**config.mk**
```make
export PLATFORM = sky130hd
export DESIGN_NAME = joystick_eight_way_direction
export DESIGN_NICKNAME = d
export VERILOG_FILES = /design/src/rtl/joy8dir_pkg.sv /design/src/rtl/joystick_eight_way_direction.sv
export SDC_FILE = /design/constraint.sdc
export NUM_CORES = 2
export LEC_CHECK = 0
export ABC_AREA = 1
export BUFFER_PORTS_ARGS = -buffer_cell sky130_fd_sc_hd__clkbuf_2
export CORE_MARGIN = 5
export CORE_UTILIZATION = 65
export CTS_CLUSTER_DIAMETER = 80
export DETAILED_ROUTE_END_ITERATION = 12
export PLACE_DENSITY = 0.87
export SLEW_MARGIN = 30
export SYNTH_ARGS = -nofsm -noshare
export SYNTH_HDL_FRONTEND = slang
export SYNTH_SLANG_ARGS = --single-unit
```
**constraint.sdc**
```tcl
create_clock -name clk -period 23.3 [get_ports clk]
set_input_delay 2.33 -clock clk [delete_from_list [all_inputs] [get_ports clk]]
set_output_delay 2.33 -clock clk [all_outputs]
set_load 0.05 [all_outputs]
```
**src/rtl/joy8dir_pkg.sv**
```systemverilog
// Shared types, constants and tables for the eight-way joystick direction block.
// No dependencies; used by joystick_eight_way_direction.
package joy8dir_pkg;

  localparam int SAMPLE_BITS         = 10;
  localparam int ANGLE_FRACTION_BITS = 8;

  localparam int CORDIC_STEPS = 16;
  localparam int VEC_SHIFT    = 20;
  localparam int DEG_SHIFT    = 16;

  localparam int CENTRE   = ((1 << SAMPLE_BITS) - 1) / 2;
  localparam int XW       = SAMPLE_BITS + 1;
  localparam int CW       = SAMPLE_BITS + VEC_SHIFT + 3;
  localparam int ZW       = 26;
  localparam int PCT_W    = 7;
  localparam int OFS_W    = 9;
  localparam int CFG_W    = 9;
  localparam int PCT_N    = 1 << PCT_W;

  localparam int FULL     = 360 << ANGLE_FRACTION_BITS;
  localparam int SECT     = 45 << ANGLE_FRACTION_BITS;
  localparam int HALF     = SECT / 2;
  localparam int ANG_W    = $clog2(FULL);
  localparam int SUM_W    = $clog2(FULL + (((1 << OFS_W) - 1) << ANGLE_FRACTION_BITS));
  localparam int Z_FULL   = 360 << DEG_SHIFT;
  localparam int Z_QUART  = 90 << DEG_SHIFT;

  typedef enum logic [0:0] {
    CFG_ANGLE_OFFSET = 1'b0,
    CFG_DEAD_ZONE    = 1'b1
  } cfg_index_t;

  typedef enum logic [3:0] {
    DIR_CENTER = 4'd0,
    DIR_N      = 4'd1,
    DIR_NE     = 4'd2,
    DIR_E      = 4'd3,
    DIR_SE     = 4'd4,
    DIR_S      = 4'd5,
    DIR_SW     = 4'd6,
    DIR_W      = 4'd7,
    DIR_NW     = 4'd8
  } dir_t;

  localparam logic [3:0] MASK_N = 4'b0001;
  localparam logic [3:0] MASK_E = 4'b0010;
  localparam logic [3:0] MASK_S = 4'b0100;
  localparam logic [3:0] MASK_W = 4'b1000;

  typedef struct packed {
    logic [SAMPLE_BITS-1:0] sample_x;
    logic [SAMPLE_BITS-1:0] sample_y;
  } sample_t;

  typedef struct packed {
    logic [3:0] direction;
    logic [3:0] cardinal_mask;
  } result_t;

  typedef struct packed {
    logic in_zone;
    logic zero;
  } flags_t;

  typedef logic [CORDIC_STEPS-1:0][ZW-1:0] atan_table_t;

  localparam atan_table_t ATAN_TABLE = {
    ZW'(115),    ZW'(229),    ZW'(458),    ZW'(917),
    ZW'(1833),   ZW'(3667),   ZW'(7334),   ZW'(14668),
    ZW'(29335),  ZW'(58666),  ZW'(117304), ZW'(234379),
    ZW'(466945), ZW'(919879), ZW'(1740967), ZW'(2949120)
  };

  typedef logic [PCT_N-1:0][SAMPLE_BITS-1:0] dead_table_t;

  function automatic dead_table_t build_dead_table();
    dead_table_t t;
    for (int i = 0; i < PCT_N; i++) begin
      t[i] = SAMPLE_BITS'((CENTRE * i) / 100);
    end
    return t;
  endfunction

  localparam dead_table_t DEAD_TABLE = build_dead_table();

  function automatic logic [3:0] mask_of(dir_t d);
    logic [3:0] m;
    case (d)
      DIR_N:   m = MASK_N;
      DIR_NE:  m = MASK_N | MASK_E;
      DIR_E:   m = MASK_E;
      DIR_SE:  m = MASK_S | MASK_E;
      DIR_S:   m = MASK_S;
      DIR_SW:  m = MASK_S | MASK_W;
      DIR_W:   m = MASK_W;
      DIR_NW:  m = MASK_N | MASK_W;
      default: m = 4'b0000;
    endcase
    return m;
  endfunction

endpackage

```
**src/rtl/joystick_eight_way_direction.sv**
```systemverilog
// Eight-way joystick direction: centring, dead zone, pipelined CORDIC, sector pick.
// Depends on joy8dir_pkg for types, widths, the arctangent and dead zone tables.
//
// Takes one pair of joystick samples per clock while sample_stall is low and
// returns one direction beat per pair, in order. The pipeline registers the
// centring and dead zone test, the quarter-turn step, sixteen CORDIC stages of
// one iteration each, offset add, modulo 360 and sector choice. A stall on the
// result side freezes the whole pipeline and is passed back as sample_stall.
// Configuration writes take effect for beats accepted afterward; write only
// while no beat is in flight.
module joystick_eight_way_direction
  import joy8dir_pkg::*;
(
  input  logic               clk,
  input  logic               rst,
  input  logic               sample_valid,
  output logic               sample_stall,
  input  sample_t            sample,
  output logic               result_valid,
  input  logic               result_stall,
  output result_t            result,
  input  logic               cfg_write,
  input  logic [0:0]         cfg_index,
  input  logic [CFG_W-1:0]   cfg_data
);

  logic [OFS_W-1:0]       angle_offset;
  logic [SAMPLE_BITS-1:0] dead;
  logic                   advance;

  always_ff @(posedge clk) begin
    if (rst) begin
      angle_offset <= '0;
      dead         <= DEAD_TABLE[10];
    end else if (cfg_write) begin
      case (cfg_index_t'(cfg_index))
        CFG_ANGLE_OFFSET: angle_offset <= cfg_data[OFS_W-1:0];
        CFG_DEAD_ZONE:    dead         <= DEAD_TABLE[cfg_data[PCT_W-1:0]];
        default:          ;
      endcase
    end
  end

  assign advance      = !result_valid || !result_stall;
  assign sample_stall = !advance;

  // entry stage: centre, invert Y, dead zone test
  logic signed [XW-1:0] x_c, y_c, dead_s;
  logic                 in_zone_c;
  logic signed [XW-1:0] ent_x, ent_y;
  flags_t               ent_flags;
  logic                 ent_valid;

  assign x_c       = $signed({1'b0, sample.sample_x}) - $signed(XW'(CENTRE));
  assign y_c       = $signed(XW'(CENTRE)) - $signed({1'b0, sample.sample_y});
  assign dead_s    = $signed({1'b0, dead});
  assign in_zone_c = (x_c > -dead_s) && (x_c < dead_s) && (y_c > -dead_s) && (y_c < dead_s);

  always_ff @(posedge clk) begin
    if (rst) begin
      ent_valid <= 1'b0;
    end else if (advance) begin
      ent_valid <= sample_valid;
    end
  end

  always_ff @(posedge clk) begin
    if (advance) begin
      ent_x             <= x_c;
      ent_y             <= y_c;
      ent_flags.in_zone <= in_zone_c;
      ent_flags.zero    <= (x_c == '0) && (y_c == '0);
    end
  end

  // quarter-turn step and CORDIC stages
  logic signed [CW-1:0] cw_a [CORDIC_STEPS+1];
  logic signed [CW-1:0] cw_b [CORDIC_STEPS+1];
  logic signed [ZW-1:0] cw_z [CORDIC_STEPS+1];
  flags_t               cw_flags [CORDIC_STEPS+1];
  logic [CORDIC_STEPS:0] cw_valid;

  logic signed [CW-1:0] na, nb;

  assign na = CW'(ent_y) <<< VEC_SHIFT;
  assign nb = CW'(ent_x) <<< VEC_SHIFT;

  always_ff @(posedge clk) begin
    if (rst) begin
      cw_valid <= '0;
    end else if (advance) begin
      cw_valid <= {cw_valid[CORDIC_STEPS-1:0], ent_valid};
    end
  end

  always_ff @(posedge clk) begin
    if (advance) begin
      cw_flags[0] <= ent_flags;
      if (na < 0) begin
        if (nb >= 0) begin
          cw_a[0] <= nb;
          cw_b[0] <= -na;
          cw_z[0] <= ZW'(Z_QUART);
        end else begin
          cw_a[0] <= -nb;
          cw_b[0] <= na;
          cw_z[0] <= -$signed(ZW'(Z_QUART));
        end
      end else begin
        cw_a[0] <= na;
        cw_b[0] <= nb;
        cw_z[0] <= '0;
      end
    end
  end

  for (genvar i = 0; i < CORDIC_STEPS; i++) begin : g_cordic
    logic signed [CW-1:0] sa, sb;
    logic signed [ZW-1:0] at;

    assign sa = cw_a[i] >>> i;
    assign sb = cw_b[i] >>> i;
    assign at = $signed(ATAN_TABLE[i]);

    always_ff @(posedge clk) begin
      if (advance) begin
        cw_flags[i+1] <= cw_flags[i];
        if (cw_b[i] >= 0) begin
          cw_a[i+1] <= cw_a[i] + sb;
          cw_b[i+1] <= cw_b[i] - sa;
          cw_z[i+1] <= cw_z[i] + at;
        end else begin
          cw_a[i+1] <= cw_a[i] - sb;
          cw_b[i+1] <= cw_b[i] + sa;
          cw_z[i+1] <= cw_z[i] - at;
        end
      end
    end
  end

  // wrap to positive, truncate, add offset
  logic signed [ZW-1:0] z_fin, z_pos;
  logic [ANG_W-1:0]     ang_raw;
  logic [SUM_W-1:0]     sum;
  flags_t               sum_flags;
  logic                 sum_valid;

  assign z_fin   = cw_z[CORDIC_STEPS];
  assign z_pos   = cw_flags[CORDIC_STEPS].zero ? '0 :
                   (z_fin < 0) ? z_fin + $signed(ZW'(Z_FULL)) : z_fin;
  assign ang_raw = z_pos[DEG_SHIFT-ANGLE_FRACTION_BITS +: ANG_W];

  always_ff @(posedge clk) begin
    if (rst) begin
      sum_valid <= 1'b0;
    end else if (advance) begin
      sum_valid <= cw_valid[CORDIC_STEPS];
    end
  end

  always_ff @(posedge clk) begin
    if (advance) begin
      sum_flags <= cw_flags[CORDIC_STEPS];
      sum       <= SUM_W'(ang_raw) + SUM_W'({angle_offset, ANGLE_FRACTION_BITS'(0)});
    end
  end

  // modulo 360 degrees
  logic [ANG_W-1:0] ang;
  flags_t           ang_flags;
  logic             ang_valid;

  always_ff @(posedge clk) begin
    if (rst) begin
      ang_valid <= 1'b0;
    end else if (advance) begin
      ang_valid <= sum_valid;
    end
  end

  always_ff @(posedge clk) begin
    if (advance) begin
      ang_flags <= sum_flags;
      if (sum >= SUM_W'(2 * FULL)) begin
        ang <= ANG_W'(sum - SUM_W'(2 * FULL));
      end else if (sum >= SUM_W'(FULL)) begin
        ang <= ANG_W'(sum - SUM_W'(FULL));
      end else begin
        ang <= ANG_W'(sum);
      end
    end
  end

  // sector choice and result register
  logic [3:0] sect_cnt;
  dir_t       dir_c;

  always_comb begin
    sect_cnt = '0;
    for (int k = 1; k <= 8; k++) begin
      if (ang >= ANG_W'(k * SECT - HALF)) begin
        sect_cnt = sect_cnt + 4'd1;
      end
    end
    dir_c = dir_t'({1'b0, sect_cnt[2:0]} + 4'd1);
  end

  always_ff @(posedge clk) begin
    if (rst) begin
      result_valid <= 1'b0;
    end else if (advance) begin
      result_valid <= ang_valid;
    end
  end

  always_ff @(posedge clk) begin
    if (advance) begin
      if (ang_flags.in_zone) begin
        result.direction     <= DIR_CENTER;
        result.cardinal_mask <= 4'b0000;
      end else begin
        result.direction     <= dir_c;
        result.cardinal_mask <= mask_of(dir_c);
      end
    end
  end

`ifndef NO_ASSERTIONS
  a_none_no_mask: assert property (@(posedge clk) disable iff (rst)
    result_valid && (result.direction == DIR_CENTER) |-> result.cardinal_mask == 4'b0000)
    else $error("no-direction beat carries a mask");

  a_mask_weight: assert property (@(posedge clk) disable iff (rst)
    result_valid && (result.direction != DIR_CENTER) |->
      ($countones(result.cardinal_mask) == 1 || $countones(result.cardinal_mask) == 2))
    else $error("direction beat with malformed mask");

  a_cardinal_onehot: assert property (@(posedge clk) disable iff (rst)
    result_valid && result.direction[0] |-> $onehot(result.cardinal_mask))
    else $error("cardinal direction without a single mask bit");

  a_ang_wrapped: assert property (@(posedge clk) disable iff (rst)
    ang_valid |-> ang < ANG_W'(FULL))
    else $error("angle not reduced below a full turn");

  a_freeze: assert property (@(posedge clk) disable iff (rst)
    !advance |=> $stable(cw_valid) && $stable(sum_valid) && $stable(ang_valid))
    else $error("pipeline moved while stalled");
`endif

endmodule
```
==> impl_metrics.toml <==
[place]
dpl.hpwl_um = 246000
pre_cts_slack_ps = 15680
place_congestion = 1.06
io_buffers = 44

[grt]
grt_pass1_wl_um = 480000
grt_pass1_vias = 90000
track_usage_pct = 34.4
grt_max_degree = 81
grt_antenna_before_repair = 2
grt-ovfl-total = 0

[routing]
wl_per_cell_um = 20.1
routed.top_layer = "met5"
drt-met1-wl_um = 124000
wl_met2_um = 145000
drcViolationCount = 0
drt_pre_antenna_iters = 9
num_vias = 93300
route.met3.wl_um = 22400
ant_nets = 0
viasPerCell = 6.09
drt_wl_total_um = 308000
drtIter0Drc = 8886

[sta]
setup_ws_ps = 16310
hold_viol_final = 0
fmax_mhz = 143
hold_ws_ps = 418
max_slew_margin_pct = 34.3
maxSlewViolCount = 0
setup_viol = 0
timing.final.crit_period_ps = 6990
rsz0062_at_grt = "false"
timing.setup.tns_ps = 0
worst_pin_slew_ps = 986
period_share_pct = 30.0
skew_ps = 43.4

[cells_and_area]
drive_gt1_share_pct = 3.67
syn_to_final_growth_pct = 7.38
layout_commonest_cell = "nand2_1"
antenna_cells = 0
nets = 14300
fillers = 12800
layout_common_cells = "nand2_1 (2,105), inv_1 (1,636), a21oi_1 (1,253), nor2_1 (1,238), edfxtp_1 (1,222)"

[clocking]
numCtsBuffers = 145
cts-root-buf = "clkbuf_16"
cts_tree = "done"
post_cts_buffers = 0
path_clk_slew_ps = 60
clock_path_buffers = 3
htreeDepth = 4
post_cts_resized = 0
hold_buffers = 0
clock_latency_ps = 810
cts.sinks = 1262

[min_path]
hold_depth = 0
hold_class = "flip-flop to flip-flop"

[setup_path]
cp-end-kind = "flip-flop"
required_ps = 23860
slowest_stage = "buf_4"
start_kind = "primary input"
critical_path_arrival_ps = 7540
cp_max_fo = 60
critPathTopFamily = "buffers and inverters"
path_depth = 18
max_stage_delay_ps = 670
crit_buf_inv = 3
path_common_cell = "nand2_1"
worstRegToRegCells = 38
crit_type = "primary input to flip-flop"
cp_cell_sequence = "clkbuf_2, nand2_8, buf_4, nand2_4, inv_2, ha_1, nand2_1, nor2_1, a211oi_1, o21bai_1, a21oi_1, o21ai_0, a21oi_1, o21ai_0, nand3_1, nand2_1, nand2_1, nand2_1"

[yosys]
synth_area_um2 = 107000
yosys_warnings = 0
synth_cell_type_count = 74
syn_nets = 14200
seq_area_frac_synth_pct = 35.1
yosysTopAreaCell = "edfxtp_1"
yosys_most_used_dff = "edfxtp_1"
synth_top_area_share_pct = 34.3
synth_edf_count = 1222
syn_avg_cell_area_um2 = 8.28
ys_seq_elements = 1262
yosys-top-cells-area = "edfxtp_1 (34%), ha_1 (14%), xor2_1 (8.9%)"
postSynth.asyncResetShare_pct = 0
syn_inst = 12900

[die]
start_util_pct = 65.5
dieWidth_um = 416
rows = 148
dieArea_um2 = 173000
core_area_um2 = 163000
ios = 45
fp.dieH_um = 416

[run_status]
status = "completed"

[flow_run]
max_cap_viol_count = 0
final timing paths:
path                       startpoint                  endpoint  slack [ps]
max                      result_stall     cw_z[4][22]$_DFFE_PP_       16310
max reg2reg         ang[16]$_DFFE_PN_   result[1]$_SDFFCE_PP0N_       17300
min reg2reg  cw_flags[0][1]$_DFFE_PN_  cw_flags[1][1]$_DFFE_PN_         420
min          cw_flags[0][1]$_DFFE_PN_  cw_flags[1][1]$_DFFE_PN_         420
stage by stage:
step           utilization [%]  cells  instance area (µm²)
2_1_floorplan                -  12900               107000
3_3_place_gp              67.3  15100               110000
3_5_place_dp              67.3  15100               110000
4_1_cts                   70.3  15300               115000
5_1_grt                   70.3  15300               115000
6_report                  70.3  15300               115000
metal layers:
metal / GRT usage [%] / vias up
met3: 4.82 / 923
met2: 57.8 / 4028
met4: 17.1 / 4
met5: 0 / -
met1: 43.7 / 43700
li1: - / 44600
cells in the mapped netlist (all sizes together), types with 26 or more instances:
master / n
fa: 33
a21oi: 1256
ha: 1173
o2111ai: 29
a21boi: 60
o211ai: 38
a21o: 33
nand4: 141
dfxtp: 40
xor2: 1090
nor2: 1252
nor4: 79
o22ai: 27
clkbuf: 96
o221ai: 50
o21ai: 787
or2: 64
o31ai: 68
edfxtp: 1222
a221oi: 34
inv: 1656
nor3: 287
xnor2: 417
o21a: 113
a211oi: 26
nand2: 2128
a31oi: 111
nand3: 414
o21bai: 86
cell type report:
class,count,area (µm²),share of cell area [%]
multi-input combinational,9870,62800,54.7
sequential,1262,37500,32.7
inverter,1666,6250,5.45
clock buffer,165,3760,3.27
tap,2175,2720,2.37
clock inverter,101,1210,1.05
timing repair buffer,84,572,0.498
sequential cells by signal (all words and copies together) (netlist names), 2 cells and up:
name	count
cw_valid	17
ang	10
angle_offset	9
result	8
sum	18
cw_b	385
ent_x	11
dead	10
ent_flags	2
cw_a	376
cw_z	366
cw_flags	34
ent_y	10
worst reg2reg max path, delay by kind of cell, from the launching register on:
kind,cells,cell delay (ps)
AND/OR/NAND/NOR,22,2800
flip-flops,1,470
adder cells (fa/ha/maj),6,1730
AO/OA/AOI/OAI,3,330
buffers and inverters,7,410
kinds of logic (layout without fill, tap and decap cells):
group,after synthesis,after routing,share of synthesized area (%)
mux,1,1,0.00937
compound gates,2757,2757,14.7
flops,1262,1262,35.1
buf+inv,1781,2016,6.28
fa+ha+maj,1206,1206,14.3
xor+xnor,1507,1507,12.4
simple gates,4399,4399,17.2
Power is not shown: default switching activity piles up to over one toggle a cycle in this logic, so the estimate is an artifact.
